## config.mk

```make
export PLATFORM = sky130hd
export DESIGN_NAME = xml_text_escaper
export DESIGN_NICKNAME = d
export VERILOG_FILES = /design/src/hw/rtl/xte_pkg.sv /design/src/hw/rtl/xte_front.sv /design/src/hw/rtl/xte_queue.sv /design/src/hw/rtl/xte_back.sv /design/src/hw/rtl/xml_text_escaper.sv
export SDC_FILE = /design/constraint.sdc
export NUM_CORES = 1
export LEC_CHECK = 0
export BUFFER_PORTS_ARGS = -buffer_cell sky130_fd_sc_hd__buf_4
export CAP_MARGIN = 20
export CELL_PAD_IN_SITES_DETAIL_PLACEMENT = 1
export CELL_PAD_IN_SITES_GLOBAL_PLACEMENT = 2
export CORE_MARGIN = 8
export CORE_UTILIZATION = 36
export CTS_CLUSTER_SIZE = 16
export DETAILED_ROUTE_END_ITERATION = 10
export GPL_TIMING_DRIVEN = 0
export PLACE_DENSITY = 0.86
export SYNTH_ARGS = -nofsm -noshare
export SYNTH_HDL_FRONTEND = slang
export SYNTH_HIERARCHICAL = 1
export SYNTH_SLANG_ARGS = --single-unit
```

## constraint.sdc

```tcl
create_clock -name clk -period 8.3 [get_ports clk]
set_input_delay 1.66 -clock clk [delete_from_list [all_inputs] [get_ports clk]]
set_output_delay 1.66 -clock clk [all_outputs]
set_load 0.05 [all_outputs]
```

## src/hw/rtl/xte_pkg.sv

```systemverilog
`timescale 1ns / 1ps
// ----------------------------------------------------------------------------
// xte_pkg
// Shared types, constants and escape tables for the XML text escaper.
// ----------------------------------------------------------------------------
package xte_pkg;

    localparam logic [15:0] BUF_SIZE_RESET = 16'd1024;

    // Job queue between front and back
    localparam int QDEPTH  = 2;
    localparam int QPTR_W  = $clog2(QDEPTH);
    localparam int QCNT_W  = $clog2(QDEPTH + 1);

    // Characters
    localparam logic [7:0] CH_NUL  = 8'h00;
    localparam logic [7:0] CH_NL   = 8'h0A;
    localparam logic [7:0] CH_QUOT = 8'h22;
    localparam logic [7:0] CH_AMP  = 8'h26;
    localparam logic [7:0] CH_SEMI = 8'h3B;
    localparam logic [7:0] CH_LT   = 8'h3C;
    localparam logic [7:0] CH_GT   = 8'h3E;
    localparam logic [7:0] CH_BSL  = 8'h5C;
    localparam logic [7:0] CH_A    = 8'h61;
    localparam logic [7:0] CH_G    = 8'h67;
    localparam logic [7:0] CH_L    = 8'h6C;
    localparam logic [7:0] CH_M    = 8'h6D;
    localparam logic [7:0] CH_N    = 8'h6E;
    localparam logic [7:0] CH_O    = 8'h6F;
    localparam logic [7:0] CH_P    = 8'h70;
    localparam logic [7:0] CH_Q    = 8'h71;
    localparam logic [7:0] CH_T    = 8'h74;
    localparam logic [7:0] CH_U    = 8'h75;

    typedef enum logic [2:0] {
        KIND_NONE = 3'd0,
        KIND_AMP  = 3'd1,
        KIND_LT   = 3'd2,
        KIND_GT   = 3'd3,
        KIND_QUOT = 3'd4,
        KIND_BYTE = 3'd5
    } kind_t;

    // One classified input byte: optional leading backslash, body, optional terminator
    typedef struct packed {
        logic       bs;
        kind_t      kind;
        logic [7:0] val;
        logic       term;
    } job_t;

    function automatic logic [2:0] seq_len(input kind_t kind);
        logic [2:0] len;
        begin
            unique case (kind)
                KIND_AMP:  len = 3'd5;
                KIND_LT:   len = 3'd4;
                KIND_GT:   len = 3'd4;
                KIND_QUOT: len = 3'd6;
                KIND_BYTE: len = 3'd1;
                default:   len = 3'd0;
            endcase
            return len;
        end
    endfunction

    function automatic logic [7:0] seq_char(input kind_t kind, input logic [2:0] idx,
                                            input logic [7:0] val);
        logic [7:0] c;
        begin
            c = CH_NUL;
            unique case (kind)
                KIND_AMP: begin
                    case (idx)
                        3'd0:    c = CH_AMP;
                        3'd1:    c = CH_A;
                        3'd2:    c = CH_M;
                        3'd3:    c = CH_P;
                        default: c = CH_SEMI;
                    endcase
                end
                KIND_LT: begin
                    case (idx)
                        3'd0:    c = CH_AMP;
                        3'd1:    c = CH_L;
                        3'd2:    c = CH_T;
                        default: c = CH_SEMI;
                    endcase
                end
                KIND_GT: begin
                    case (idx)
                        3'd0:    c = CH_AMP;
                        3'd1:    c = CH_G;
                        3'd2:    c = CH_T;
                        default: c = CH_SEMI;
                    endcase
                end
                KIND_QUOT: begin
                    case (idx)
                        3'd0:    c = CH_AMP;
                        3'd1:    c = CH_Q;
                        3'd2:    c = CH_U;
                        3'd3:    c = CH_O;
                        3'd4:    c = CH_T;
                        default: c = CH_SEMI;
                    endcase
                end
                KIND_BYTE: c = val;
                default:   c = CH_NUL;
            endcase
            return c;
        end
    endfunction

endpackage

```

## src/hw/rtl/xte_front.sv

```systemverilog
`timescale 1ns / 1ps
// ----------------------------------------------------------------------------
// xte_front
// Accepts input bytes, tracks buffer room and string state, and turns each
// byte into at most one job for the back end.
// ----------------------------------------------------------------------------
module xte_front
    import xte_pkg::*;
(
    input  logic        clk,
    input  logic        rst_n,
    input  logic        cfg_wr_en,
    input  logic [15:0] cfg_wr_data,
    input  logic        in_valid,
    output logic        in_ready,
    input  logic [7:0]  in_byte,
    input  logic        q_ready,
    output logic        q_push,
    output job_t        q_job
);

    logic [15:0] buf_size_reg;
    logic [15:0] bytes_written_reg, bytes_written_next;
    logic        held_reg, held_next;
    logic        stopped_reg, stopped_next;
    logic        accept;
    job_t        job;
    logic [15:0] cap;

    assign in_ready = q_ready;
    assign accept   = in_valid && q_ready;
    assign cap      = (buf_size_reg == 16'd0) ? 16'd0 : buf_size_reg - 16'd1;

    always_comb
    begin
        logic [15:0] bw_a;
        logic        consumed;
        logic        stop_a;
        logic [2:0]  len;
        logic [16:0] end_pos;
        begin
            job          = '{bs: 1'b0, kind: KIND_NONE, val: in_byte, term: 1'b0};
            bw_a         = bytes_written_reg;
            consumed     = 1'b0;
            stop_a       = stopped_reg;
            held_next    = held_reg;
            len          = 3'd0;
            end_pos      = 17'd0;

            // Resolve a backslash left over from the previous byte
            if (held_reg) begin
                held_next = 1'b0;
                if (bytes_written_reg >= cap) begin
                    stop_a = 1'b1;
                end else if (in_byte == CH_N) begin
                    job.kind = KIND_BYTE;
                    job.val  = CH_NL;
                    bw_a     = bytes_written_reg + 16'd1;
                    consumed = 1'b1;
                end else begin
                    job.bs = 1'b1;
                    bw_a   = bytes_written_reg + 16'd1;
                end
            end

            bytes_written_next = bw_a;
            stopped_next       = stop_a;

            if (in_byte == CH_NUL) begin
                job.term           = 1'b1;
                bytes_written_next = 16'd0;
                held_next          = 1'b0;
                stopped_next       = 1'b0;
            end else if (!consumed && !stop_a) begin
                if (bw_a >= cap) begin
                    stopped_next = 1'b1;
                end else if (in_byte == CH_BSL) begin
                    held_next = 1'b1;
                end else begin
                    case (in_byte)
                        CH_AMP:  job.kind = KIND_AMP;
                        CH_LT:   job.kind = KIND_LT;
                        CH_GT:   job.kind = KIND_GT;
                        CH_QUOT: job.kind = KIND_QUOT;
                        default: job.kind = KIND_BYTE;
                    endcase
                    len     = seq_len(job.kind);
                    end_pos = {1'b0, bw_a} + 17'(len);
                    // Drop the whole escape or byte if it does not fit
                    if (end_pos > {1'b0, cap}) begin
                        job.kind     = KIND_NONE;
                        stopped_next = 1'b1;
                    end else begin
                        bytes_written_next = end_pos[15:0];
                    end
                end
            end
        end
    end

    assign q_job  = job;
    assign q_push = accept && (job.bs || job.term || (job.kind != KIND_NONE));

    always_ff @(posedge clk or negedge rst_n)
    begin
        if (!rst_n) begin
            buf_size_reg      <= BUF_SIZE_RESET;
            bytes_written_reg <= 16'd0;
            held_reg          <= 1'b0;
            stopped_reg       <= 1'b0;
        end else begin
            if (cfg_wr_en) begin
                buf_size_reg <= cfg_wr_data;
            end
            if (accept) begin
                bytes_written_reg <= bytes_written_next;
                held_reg          <= held_next;
                stopped_reg       <= stopped_next;
            end
        end
    end

endmodule

```

## src/hw/rtl/xte_queue.sv

```systemverilog
`timescale 1ns / 1ps
// ----------------------------------------------------------------------------
// xte_queue
// Short job queue between front and back.
// ----------------------------------------------------------------------------
module xte_queue
    import xte_pkg::*;
(
    input  logic clk,
    input  logic rst_n,
    input  logic push,
    input  job_t push_job,
    output logic push_ready,
    output logic pop_valid,
    input  logic pop,
    output job_t pop_job
);

    job_t              slots_reg [QDEPTH];
    logic [QPTR_W-1:0] wr_ptr_reg;
    logic [QPTR_W-1:0] rd_ptr_reg;
    logic [QCNT_W-1:0] count_reg;
    logic              do_push;
    logic              do_pop;

    assign push_ready = (count_reg != QCNT_W'(QDEPTH));
    assign pop_valid  = (count_reg != '0);
    assign pop_job    = slots_reg[rd_ptr_reg];
    assign do_push    = push && push_ready;
    assign do_pop     = pop && pop_valid;

    always_ff @(posedge clk)
    begin
        if (do_push) begin
            slots_reg[wr_ptr_reg] <= push_job;
        end
    end

    always_ff @(posedge clk or negedge rst_n)
    begin
        if (!rst_n) begin
            wr_ptr_reg <= '0;
            rd_ptr_reg <= '0;
            count_reg  <= '0;
        end else begin
            if (do_push) begin
                wr_ptr_reg <= (wr_ptr_reg == QPTR_W'(QDEPTH - 1)) ? '0 : wr_ptr_reg + 1'b1;
            end
            if (do_pop) begin
                rd_ptr_reg <= (rd_ptr_reg == QPTR_W'(QDEPTH - 1)) ? '0 : rd_ptr_reg + 1'b1;
            end
            if (do_push && !do_pop) begin
                count_reg <= count_reg + 1'b1;
            end else if (do_pop && !do_push) begin
                count_reg <= count_reg - 1'b1;
            end
        end
    end

endmodule

```

## src/hw/rtl/xte_back.sv

```systemverilog
`timescale 1ns / 1ps
// ----------------------------------------------------------------------------
// xte_back
// Expands the job at the queue head into output beats, one per cycle while
// the output is not stalled, through a registered output stage.
// ----------------------------------------------------------------------------
module xte_back
    import xte_pkg::*;
(
    input  logic       clk,
    input  logic       rst_n,
    input  logic       job_valid,
    input  job_t       job,
    output logic       job_pop,
    output logic       out_valid,
    input  logic       out_ready,
    output logic [7:0] out_byte,
    output logic       run_last,
    output logic       string_done
);

    logic [2:0] pos_reg;
    logic       out_valid_reg;
    logic [7:0] out_byte_reg;
    logic       run_last_reg;
    logic       string_done_reg;

    logic       load;
    logic [2:0] len;
    logic [3:0] total;
    logic [2:0] body_idx;
    logic       in_prefix;
    logic       is_term;
    logic [7:0] cur_byte;
    logic       cur_last;

    assign load = job_valid && (!out_valid_reg || out_ready);
    assign len  = seq_len(job.kind);
    assign total = 4'(job.bs) + 4'(len) + 4'(job.term);

    always_comb
    begin
        in_prefix = job.bs && (pos_reg == 3'd0);
        body_idx  = job.bs ? pos_reg - 3'd1 : pos_reg;
        is_term   = !in_prefix && (body_idx >= len);
        if (in_prefix) begin
            cur_byte = CH_BSL;
        end else if (is_term) begin
            cur_byte = CH_NUL;
        end else begin
            cur_byte = seq_char(job.kind, body_idx, job.val);
        end
        cur_last = ({1'b0, pos_reg} == total - 4'd1);
    end

    assign job_pop = load && cur_last;

    always_ff @(posedge clk)
    begin
        if (load) begin
            out_byte_reg    <= cur_byte;
            run_last_reg    <= cur_last;
            string_done_reg <= is_term;
        end
    end

    always_ff @(posedge clk or negedge rst_n)
    begin
        if (!rst_n) begin
            pos_reg       <= 3'd0;
            out_valid_reg <= 1'b0;
        end else begin
            if (load) begin
                out_valid_reg <= 1'b1;
                pos_reg       <= cur_last ? 3'd0 : pos_reg + 3'd1;
            end else if (out_ready) begin
                out_valid_reg <= 1'b0;
            end
        end
    end

    assign out_valid   = out_valid_reg;
    assign out_byte    = out_byte_reg;
    assign run_last    = run_last_reg;
    assign string_done = string_done_reg;

endmodule

```

## src/hw/rtl/xml_text_escaper.sv

```systemverilog
`timescale 1ns / 1ps
// ----------------------------------------------------------------------------
// xml_text_escaper
// Streaming XML text escaper: escapes & < > " , folds backslash-n into a
// newline and limits each string to the configured buffer size.
// ----------------------------------------------------------------------------
//  channel   signals                                   accepted when
//  input     in_valid, in_ready, in_byte               in_valid && in_ready
//  output    out_valid, out_ready, out_byte,           out_valid && out_ready
//            run_last, string_done
//  config    cfg_wr_en, cfg_wr_data (buffer_size)      cfg_wr_en
//
//  The front takes one byte per cycle while the two-entry job queue has room.
//  The back emits one output beat per cycle unless the output stalls. A byte
//  that maps to one byte takes one beat, an escape one per character, and a
//  leading backslash one more; the single byte sequencer sets the sustained rate.
//  Reset is asynchronous; buffer_size returns to 1024 and all string state clears.
//  A stalled output holds the back end; the queue lets the front run ahead.
module xml_text_escaper
    import xte_pkg::*;
(
    input  logic        clk,
    input  logic        rst_n,
    input  logic        cfg_wr_en,
    input  logic [15:0] cfg_wr_data,
    input  logic        in_valid,
    output logic        in_ready,
    input  logic [7:0]  in_byte,
    output logic        out_valid,
    input  logic        out_ready,
    output logic [7:0]  out_byte,
    output logic        run_last,
    output logic        string_done
);

    logic q_ready;
    logic q_push;
    job_t q_job;
    logic head_valid;
    job_t head_job;
    logic head_pop;

    xte_front u_front (
        .clk         (clk),
        .rst_n       (rst_n),
        .cfg_wr_en   (cfg_wr_en),
        .cfg_wr_data (cfg_wr_data),
        .in_valid    (in_valid),
        .in_ready    (in_ready),
        .in_byte     (in_byte),
        .q_ready     (q_ready),
        .q_push      (q_push),
        .q_job       (q_job)
    );

    xte_queue u_queue (
        .clk        (clk),
        .rst_n      (rst_n),
        .push       (q_push),
        .push_job   (q_job),
        .push_ready (q_ready),
        .pop_valid  (head_valid),
        .pop        (head_pop),
        .pop_job    (head_job)
    );

    xte_back u_back (
        .clk         (clk),
        .rst_n       (rst_n),
        .job_valid   (head_valid),
        .job         (head_job),
        .job_pop     (head_pop),
        .out_valid   (out_valid),
        .out_ready   (out_ready),
        .out_byte    (out_byte),
        .run_last    (run_last),
        .string_done (string_done)
    );

endmodule

```

==> key figures, run 1 <==
Run status
  • Status: complete, no violations

Synth
  • Post-synthesis sequential area ratio: 0.308
  • Area contributors post-synth: edfxtp_1 16%, dfrtp_1 15%, ha_1 12%, xnor2_1 5.2%, mux2_2 4.6%
  • Yosys warns: 6
  • Synth cell count leaders: 67 x nand2_1, 65 x ha_1, 53 x nor2_1, 44 x inv_1
  • Cell with the most instances after synthesis: nand2_1
  • Top-area cell type share of the netlist area: 0.156
  • Post-Syn Nets: 850
  • Number of synthesized register bits: 78
  • Mapped cell area: 6930 um2
  • Asr flop ratio synth: 0.538
  • Post-synth cell types: 97
  • Synth area leader: edfxtp_1
  • Syn_area_per_cell: 9.19 um2
  • Post-synth EDFFs: 36
  • Top_reg_cell synth: dfrtp_1
  • Post-Syn Instances: 754

Clocking
  • CTS tree: done
  • Clk slew on worst S/H paths: 0.06 ns
  • Htree depth: 3
  • Worst-Skew Late Latency: 0.36 ns
  • CTS hold repair buffers: 0
  • Root Buffer Master: clkbuf_16
  • CTS Buf Count: 9
  • Clk sink count: 78
  • Max Root-Sink Buffers: 2

Timing
  • Fin. Hold Viols: 0
  • Slew Viols, Final: 0
  • Fin crit share: 0.943
  • Hold WS: 0.526 ns
  • Slew Limit Headroom: 0.505
  • Setup_tns: 0 ns
  • Worst-case clock skew: between 0.008 and 0.009 ns
  • Peak Freq: 0.128 GHz
  • Final setup vio count: 0
  • RSZ-0062 raised after global routing: false
  • Worst-Margin Slew: 0.738 ns
  • Min cycle time layout: 7.83 ns

Finish
  • Finished layout cell area: between 7000 and 8000 um2
  • # diodes: 0
  • # nets final: 906
  • Share of layout cells above drive strength 1: 0.196
  • Largest register FFs: 26
  • Area delta synth->final: 15.1%

Worst setup path
  • Crit path DAT: 8.06 ns
  • R2R Path Start: u_front/buf_size_reg[11]
  • CP startpoint kind: flip-flop
  • Critical path class: reg2reg
  • Worst Path Max Fanout: 10
  • R2R depth: 34
  • Critical Path End Type: flip-flop
  • FF-to-FF setup slack: 0.47 ns
  • Worst reg2reg endpoint: u_queue/count_reg[1]
  • Slowest CP cell: or4_4
  • CP dominant cell by count: ha_1
  • Crit path largest cell delay: 0.58 ns
  • CP Data Required Time: 8.53 ns

Placement
  • Placed cell areas: 7520 um2
  • Dpl hpwl: 15900 um
  • GP Congestion: 0.887
  • IO Port Bufs: 39

Route
  • DR WL/cell: 19.4 um
  • Final ANT Viol Nets: 0
  • DRC: 0
  • Routed vias/inst: 5.62
  • Drt first pass iters: 4
  • Initial drt markers: between 200 and 250
  • DRT Wirelength: 20400 um
  • DR vias: approximately 5900

Floorplan
  • Starting density of the core: 0.369
  • Die Width: 155 um
  • Die ar.: 23900 um2
  • FP Rows: 50
  • Ports: a little over 40
  • Core region area: 18800 um2
  • Die H: 155 um

GRT
  • Total grt overflow: 0
  • Largest net degree at the start of global routing: 43
  • Vias in the first global route: roughly 6200
  • First-pass GRT wire length: 33500 um
  • Total GRT Usage: 0.177
  • Initial antenna violation count: 1

Hold path
  • Hold Path Stages: 2
  • Worst hold start: u_back/out_valid
  • Hold path endpoint: u_back/out_valid
  • Worst Hold Class: reg2reg

Power and ir drop
  • Leak pwr: 0.00331 uW
  • PwrDens: 304 nW/um2
  • VDD IR max: 0.117 mV

Flow run
  • Max cap viols: 0
## worst max-delay path, delay by kind of cell (launching register included)
| kind | cells | cell delay, ns |
|---|---|---|
| muxes | 1 | 0.41 |
| buffers and inverters | 2 | 0.25 |
| adders and majority gates | 4 | 1.14 |
| xor gates and xnor gates | 3 | 0.36 |
| DFF | 1 | 0.41 |
| and+or+nand+nor | 16 | 3.33 |
| AOI/OAI and AO/OA | 8 | 1.80 |
## where the power goes
group	switching, uW	total [uW]	internal, uW
Combinational	863	1390	525
Clock	184	421	237
Sequential	81.0	613	532
## area by class of cell
class                      count  area [um2]
inverter                      44         165
buffer                        37         193
fill                        2197       10800
clock inverter                 7        81.3
multi-input combinational    595        4550
timing repair buffer          45         338
sequential                    78        2130
tap                          234         293
clock buffer                   9         225
## placed cells by master, fill, tap and decap left out, types with 13 or more instances in the layout
| cell type | n |
|---|---|
| nand2_1 | 65 |
| ha_1 | 65 |
| nor2_1 | 50 |
| buf_4 | 47 |
| inv_1 | 44 |
| xnor2_1 | 41 |
| dfrtp_1 | 41 |
| edfxtp_1 | 36 |
| a21oi_1 | 31 |
| mux2_2 | 28 |
| o21ai_0 | 26 |
| o21ai_1 | 19 |
| nand3_1 | 19 |
| xor2_1 | 18 |
| nor3_1 | 18 |
| clkbuf_1 | 17 |
| nor2b_1 | 15 |
| buf_2 | 13 |
## cells by family (layout without fill, tap and decap cells)
kind of cell	Yosys count	in the layout	synth area share
flip-flops	78	78	0.308
AND/OR/NAND/NOR	268	268	0.216
XOR/XNOR	59	59	0.0746
adder cells (fa/ha/maj)	67	67	0.123
multiplexers	32	32	0.0513
buffers and inverters	81	142	0.0517
AO/OA/AOI/OAI	169	169	0.175
## metal layers
layer,track usage,vias to the layer above,routed length (um)
met5,0,-,11
met4,0.0537,2,385
met3,0.0323,30,677
met2,0.320,88,10500
met1,0.207,2904,8780
li1,-,2872,-
## how the worst max path moves through the flow
stage	from	endpoint	slack, ns	cells after the start
global route	u_front/buf_size_reg[3]	u_queue/count_reg[1]	0.02	31
global placement	u_front/buf_size_reg[9]	u_queue/slots_reg[0][8]	-1.14	29
CTS	u_front/buf_size_reg[9]	u_queue/count_reg[1]	0.005	34
detailed placement	u_front/buf_size_reg[3]	u_queue/slots_reg[0][10]	-0.88	30
floorplan	u_front/buf_size_reg[9]	u_queue/slots_reg[0][0]	0.49	30
finish	u_front/buf_size_reg[11]	u_queue/count_reg[1]	0.47	34
## stage by stage
step	instances	total power, uW	utilization	setup slack (ns)
4_1_cts	1049	2430	0.421	0.00547
3_5_place_dp	1028	1990	0.401	-0.880
6_report	1049	2420	0.425	0.473
2_1_floorplan	754	1610	-	0.489
5_1_grt	1049	2610	0.425	0.0180
3_3_place_gp	1027	1960	0.400	-1.14
## timing repair
action,4_1_cts,5_1_grt
buffers inserted,5,0
hold endpoints to repair,0,0
pin swaps,4,2
resized for setup,11,14
setup endpoints to repair,44,36
Power figures use the tool's default switching activity.
==> run 2: changes to the inputs <==
--- a/config.mk
+++ b/config.mk
@@ -5,16 +5,18 @@
 export SDC_FILE = /design/constraint.sdc
 export NUM_CORES = 1
 export LEC_CHECK = 0
+export ABC_AREA = 1
 export BUFFER_PORTS_ARGS = -buffer_cell sky130_fd_sc_hd__buf_4
 export CAP_MARGIN = 20
 export CELL_PAD_IN_SITES_DETAIL_PLACEMENT = 1
 export CELL_PAD_IN_SITES_GLOBAL_PLACEMENT = 2
 export CORE_MARGIN = 8
-export CORE_UTILIZATION = 36
+export CORE_UTILIZATION = 32
 export CTS_CLUSTER_SIZE = 16
 export DETAILED_ROUTE_END_ITERATION = 10
 export GPL_TIMING_DRIVEN = 0
-export PLACE_DENSITY = 0.86
+export MAX_ROUTING_LAYER = met4
+export PLACE_DENSITY = 0.85
 export SYNTH_ARGS = -nofsm -noshare
 export SYNTH_HDL_FRONTEND = slang
 export SYNTH_HIERARCHICAL = 1
==> run 2 against run 1 <==
Compared with the run above: routed wire length grew 4.1%; sequential share of layout area fell by 0.61 points; worst setup slack gained 0.079 ns; combinational power rose by 17%; global-route usage shrank 1.2 points; critical endpoint unchanged.
==> key figures, run 2 <==
Timing
  • Fin crit share: 0.934
  • Slew Viols, Final: 0
  • Peak Freq: 0.129 GHz
  • Final setup vio count: 0
  • Worst-Margin Slew: 0.713 ns
  • Hold WS: 0.516 ns
  • Slack of the critical path: 0.552 ns
  • Slew Limit Headroom: 0.525
  • Fin. Hold Viols: 0
  • Worst-case clock skew: 0.00608 ns
  • Min cycle time layout: roughly 7.7 ns

Synth
  • Top_reg_cell synth: dfrtp_1
  • Cell with the most instances after synthesis: nand2_1
  • Number of synthesized register bits: 78
  • Post-Syn Nets: 1108
  • Mapped cell area: 7060 um2
  • Synth cell count leaders: 316 x nand2_1, 142 x inv_1, 103 x nor2_1, 65 x ha_1, 57 x nand3_1
  • Post-synth EDFFs: 36
  • Post-synth cell types: 47
  • Post-synthesis sequential area ratio: 0.302
  • Area contributors post-synth: nand2_1 17%, edfxtp_1 15%, dfrtp_1 15%, ha_1 12%, inv_1 7.5%
  • Top-area cell type share of the netlist area: 0.168
  • Synth area leader: nand2_1
  • Yosys warns: 6
  • Post-Syn Instances: 1012
  • Asr flop ratio synth: 0.538
  • Syn_area_per_cell: around 7 um2

Floorplan
  • Die H: 165 um
  • Ports: 41
  • Core region area: 21800 um2
  • Starting density of the core: 0.325
  • Die Width: 165 um
  • FP Rows: 54
  • Die ar.: 27100 um2

Finish
  • Commonest cells after routing, fill and taps aside: 316 x nand2_1, 142 x inv_1, 100 x nor2_1
  • Final Util: 0.375
  • Largest register FFs: 26
  • # nets final: 1168
  • Area delta synth->final: 15.5%
  • Most common cell after layout, fill and taps aside: nand2_1
  • Share of layout cells above drive strength 1: 0.156
  • # diodes: 0

Power and ir drop
  • Leak pwr: 0.00413 uW
  • VDD IR max: around 0.13 mV
  • Total power: 2650 uW
  • PwrDens: ~320 nW/um2

Hold path
  • Worst Hold Class: reg2reg
  • Hold Path Stages: 2
  • Worst hold start: u_back/out_valid
  • Hold path endpoint: u_back/out_valid

Worst setup path
  • CP Data Required Time: 8.54 ns
  • R2R depth: 53
  • Worst reg2reg endpoint: u_queue/count_reg[1]
  • FF-to-FF setup slack: roughly 0.55 ns
  • Critical Path End Type: flip-flop
  • Crit path largest cell delay: 0.46 ns
  • Crit path DAT: 7.99 ns
  • Slowest CP cell: fa_1
  • Worst Path Max Fanout: 5
  • Critical path class: reg2reg
  • R2R Path Start: u_front/buf_size_reg[5]
  • CP startpoint kind: flip-flop
  • CP dominant cell by count: nand2_1

Clocking
  • Root Buffer Master: clkbuf_16
  • Worst-Skew Late Latency: between 0.3 and 0.4 ns
  • CTS Buf Count: 9
  • Htree depth: 3
  • Clk slew on worst S/H paths: around 0.070 ns
  • CTS tree: done
  • Max Root-Sink Buffers: 2
  • Clk sink count: 78

Flow run
  • Max cap viols: 0

Route
  • Final ANT Viol Nets: 0
  • DRC: 0
  • Drt first pass iters: 4
  • Initial drt markers: 261
  • Routed vias/inst: slightly below 5
  • DRT Wirelength: 21200 um
  • DR vias: 6557
  • DR WL/cell: between 15 and 20 um

Placement
  • Pre-CTS setup slack: -0.446 ns
  • GP Congestion: 0.825
  • IO Port Bufs: 39
  • Dpl hpwl: ~17000 um

GRT
  • Vias in the first global route: 6832
  • Total grt overflow: 0
  • First-pass GRT wire length: about 34000 um
  • Total GRT Usage: 0.165
  • Initial antenna violation count: 0
  • Largest net degree at the start of global routing: 43

Run status
  • Status: complete, no violations
## run 2: metrics by stage
stage               area [um2]  instances  setup TNS (ns)
floorplan                 7060       1012               0
global placement          7710       1331           -6.23
detailed placement        7710       1331          -11.02
CTS                       8010       1347               0
global route              8160       1357           -1.61
finish                    8160       1357               0
## run 2: area by class of cell
type / count / area (um2)
Fill cell: 2788 / 13600
Multi-Input combinational cell: 756 / 4280
Sequential cell: 78 / 2130
Inverter: 156 / 587
Timing Repair Buffer: 49 / 368
Tap cell: 280 / 350
Clock buffer: 9 / 225
Buffer: 22 / 150
Clock inverter: 7 / 61.3
## run 2: cell families after synthesis
logic type	count (synthesis)	synth area share
simple gates	559	0.352
buf+inv	178	0.104
compound gates	103	0.0866
flops	78	0.302
fa+ha+maj	67	0.121
xor+xnor	22	0.0273
mux	5	0.00797
## run 2: worst max path at each step
stage | startpoint | endpoint | cells after the start
after global placement | u_front/buf_size_reg[0] | u_queue/slots_reg[1][1] | 48
after detailed placement | u_front/buf_size_reg[5] | u_queue/slots_reg[1][4] | 48
after CTS | u_front/buf_size_reg[5] | u_queue/slots_reg[1][10] | 48
final | u_front/buf_size_reg[5] | u_queue/count_reg[1] | 53
after global routing | u_front/buf_size_reg[5] | u_queue/count_reg[1] | 53
after floorplan | u_front/buf_size_reg[5] | u_queue/slots_reg[1][0] | 48
## run 2: report_power, final
part	leakage [uW]	total (uW)	internal [uW]	switching (uW)
Combinational	0.00314	1620	549	1080
Sequential	0.000862	626	542	84.5
Clock	0.000135	396	209	186
## run 2: per-layer routing
layer | GRT usage | routed length, um
met5 | - | 0
met4 | 0.0315 | 286
met3 | 0.0279 | 517
met2 | 0.290 | 10900
met1 | 0.196 | 9490
## run 2: critical path: cells and delay by family, from the launching register on
family / cells / cell delay [ns]
adders and majority gates: 4 / 1.34
buffers and inverters: 9 / 0.87
AOI/OAI and AO/OA: 9 / 1.70
DFF: 1 / 0.44
and+or+nand+nor: 30 / 3.04
xor gates and xnor gates: 1 / 0.23
## run 2: repair_timing
action / 4_1_cts / 5_1_grt
endpoints found under the setup margin: 26 / 29
buffers inserted: 0 / 10
gates resized for setup: 4 / 17
pin swaps: 0 / 4
hold buffers: 0 / 0
==> run 3: changes to the inputs <==
--- a/config.mk
+++ b/config.mk
@@ -11,12 +11,12 @@
 export CELL_PAD_IN_SITES_DETAIL_PLACEMENT = 1
 export CELL_PAD_IN_SITES_GLOBAL_PLACEMENT = 2
 export CORE_MARGIN = 8
-export CORE_UTILIZATION = 32
+export CORE_UTILIZATION = 36
 export CTS_CLUSTER_SIZE = 16
 export DETAILED_ROUTE_END_ITERATION = 10
 export GPL_TIMING_DRIVEN = 0
 export MAX_ROUTING_LAYER = met4
-export PLACE_DENSITY = 0.85
+export PLACE_DENSITY = 0.9
 export SYNTH_ARGS = -nofsm -noshare
 export SYNTH_HDL_FRONTEND = slang
 export SYNTH_HIERARCHICAL = 1
==> constraint.sdc (replaced) <==
create_clock -name clk -period 7.8 [get_ports clk]
set_input_delay 1.56 -clock clk [delete_from_list [all_inputs] [get_ports clk]]
set_output_delay 1.56 -clock clk [all_outputs]
set_load 0.05 [all_outputs]
==> run 3 against run 2 <==
Compared with the run above: sequential power rose by 7.3%; sequential cell count did not move; hold slack got worse by 0.0096 ns; clock power rose by 12%; worst setup slack improved by 0.080 ns; total power rose by 8.4%; count of clock-buffer cells in the layout rose by 1; fmax rose by 8.1%; routed wire length fell by 1.8%; via count rose by 1.1%; non-clock buffer count rose by 3; cell area rose by 1.2%.
==> key figures, run 3 (synthesis results as in run 2) <==
Clocking
  • CTS Buf Count: 9
  • Root Buffer Master: clkbuf_16
  • Clk sink count: 78
  • Htree depth: 3
  • CTS tree: done
  • CTS hold repair buffers: 0
  • Clk slew on worst S/H paths: 0.06 ns
  • Worst-Skew Late Latency: roughly 0.35 ns
  • Max Root-Sink Buffers: 2

Route
  • DRT Wirelength: 20800 um
  • Initial drt markers: roughly 280
  • DR vias: 6630
  • Routed vias/inst: 4.93
  • DR WL/cell: 15.5 um
  • Final ANT Viol Nets: 0
  • Drt first pass iters: 4
  • DRC: 0

GRT
  • Vias in the first global route: a little under 7000
  • First-pass GRT wire length: 34000 um
  • Total grt overflow: 0
  • Largest net degree at the start of global routing: 43
  • Total GRT Usage: 0.180
  • Initial antenna violation count: 0

Power and ir drop
  • PwrDens: 347 nW/um2
  • Sequential Power Share: 0.234
  • Internal power: between 1000 and 1500 uW
  • VDD IR max: approximately 0.14 mV
  • Power share of the clock group: 0.155
  • Leak pwr: 0.00417 uW
  • Combinational share of power: 0.611
  • NetSw: 1430 uW
  • Total power: 2870 uW
  • Sw Share: 0.499

Timing
  • Final setup vio count: 0
  • Hold WS: between 0.5 and 0.6 ns
  • Setup_tns: 0 ns
  • Peak Freq: 0.140 GHz
  • Slew Limit Headroom: 0.529
  • Fin. Hold Viols: 0
  • Slack of the critical path: 0.632 ns
  • Slew Viols, Final: 0
  • Fin crit share: 0.919
  • Min cycle time layout: slightly above 7 ns
  • Worst-Margin Slew: 0.706 ns
  • Worst-case clock skew: 0.00671 ns

Floorplan
  • Die ar.: 24400 um2
  • Die Width: 156 um
  • FP Rows: 51
  • Core region area: 19300 um2
  • Starting density of the core: 0.365
  • Ports: ~40
  • Die H: 156 um

Finish
  • Area delta synth->final: 16.8%
  • Commonest cells after routing, fill and taps aside: 315 x nand2_1, 140 x inv_1, 98 x nor2_1
  • Share of layout cells above drive strength 1: 0.169
  • Fillers: 2543
  • # nets final: 1171
  • Most common cell after layout, fill and taps aside: nand2_1
  • Final Util: 0.427
  • # diodes: 0
  • Largest register FFs: 26

Flow run
  • Max cap viols: 0

Placement
  • IO Port Bufs: 39
  • GP Congestion: 0.864
  • Pre-CTS setup slack: -0.813 ns
  • Dpl hpwl: 16900 um

Worst setup path
  • R2R Path Start: u_front/buf_size_reg[0]
  • CP dominant cell by count: nand2_1
  • Critical path class: reg2reg
  • CP Data Required Time: about 7.8 ns
  • Worst reg2reg endpoint: u_queue/slots_reg[0][3]
  • FF-to-FF setup slack: 0.63 ns
  • R2R depth: 49
  • Crit path DAT: 7.17 ns
  • Critical Path End Type: flip-flop
  • CP startpoint kind: flip-flop
  • Worst Path Max Fanout: 13
  • Crit path largest cell delay: 0.47 ns
  • Slowest CP cell: o21ai_0

Hold path
  • Worst Hold Class: reg2reg
  • Worst hold start: u_back/out_valid
  • Hold path endpoint: u_back/out_valid
  • Hold Path Stages: 2

Run status
  • Status: complete, no violations
[run 3: changes by cell type in the layout (fill, tap and decap cells not counted), moves of 2 or more]
cell	before	now
xor2_2	0	2
inv_2	12	14
nor2_1	100	98
ha_2	0	2
buf_4	52	54
xor2_1	18	16
nor2_2	5	7
inv_6	4	1
inv_1	142	140
ha_1	65	62
[run 3: final cells by class]
class | instances | area [um2] | area share
inverter | 156 | 587 | 0.0711
timing repair buffer | 52 | 403 | 0.0488
multi-input combinational | 756 | 4340 | 0.525
clock inverter | 6 | 70.1 | 0.00849
buffer | 22 | 154 | 0.0186
tap | 265 | 332 | 0.0402
clock buffer | 10 | 239 | 0.0290
sequential | 78 | 2130 | 0.258
[run 3: routing by layer]
metal,track usage,wire length [um]
met1,0.212,9480
met2,0.322,10700
met3,0.0213,369
met4,0.0425,294
met5,-,0
[run 3: worst max-delay path by stage]
stage,startpoint,depth (start not counted),end,slack (ns)
4_1_cts,u_front/buf_size_reg[0],53,u_queue/count_reg[1],0.002
6_report,u_front/buf_size_reg[0],49,u_queue/slots_reg[0][3],0.63
3_5_place_dp,u_front/buf_size_reg[0],48,u_queue/slots_reg[1][4],-0.81
3_3_place_gp,u_front/buf_size_reg[0],48,u_queue/slots_reg[0][1],-0.64
2_1_floorplan,u_front/buf_size_reg[5],48,u_queue/slots_reg[1][0],0.98
5_1_grt,u_front/buf_size_reg[5],53,u_queue/count_reg[1],-0.02
[run 3: worst max-delay path, delay by kind of cell (launching register included)]
family | cells | cell delay [ns]
AOI/OAI and AO/OA | 8 | 1.55
adders and majority gates | 4 | 1.24
buffers and inverters | 8 | 0.65
DFF | 1 | 0.40
and+or+nand+nor | 29 | 2.93
[run 3: what timing repair did]
action | in CTS | in global routing
buffers inserted | 2 | 11
hold endpoints to repair | 0 | 0
pin swaps | 1 | 6
endpoints found under the setup margin | 28 | 41
gates resized for setup | 11 | 25
[run 3: power groups by stage]
stage	registers [uW]	clock network [uW]	logic [uW]
floorplan	748	0	1170
global placement	671	0	1650
detailed placement	678	0	1690
CTS	671	453	1730
global route	686	467	1970
finish	672	444	1750
[run 3: per-stage QoR]
stage	cell area, um2	instances
floorplan	7060	1012
global placement	7690	1316
detailed placement	7690	1316
CTS	8080	1334
global route	8250	1345
finish	8250	1345
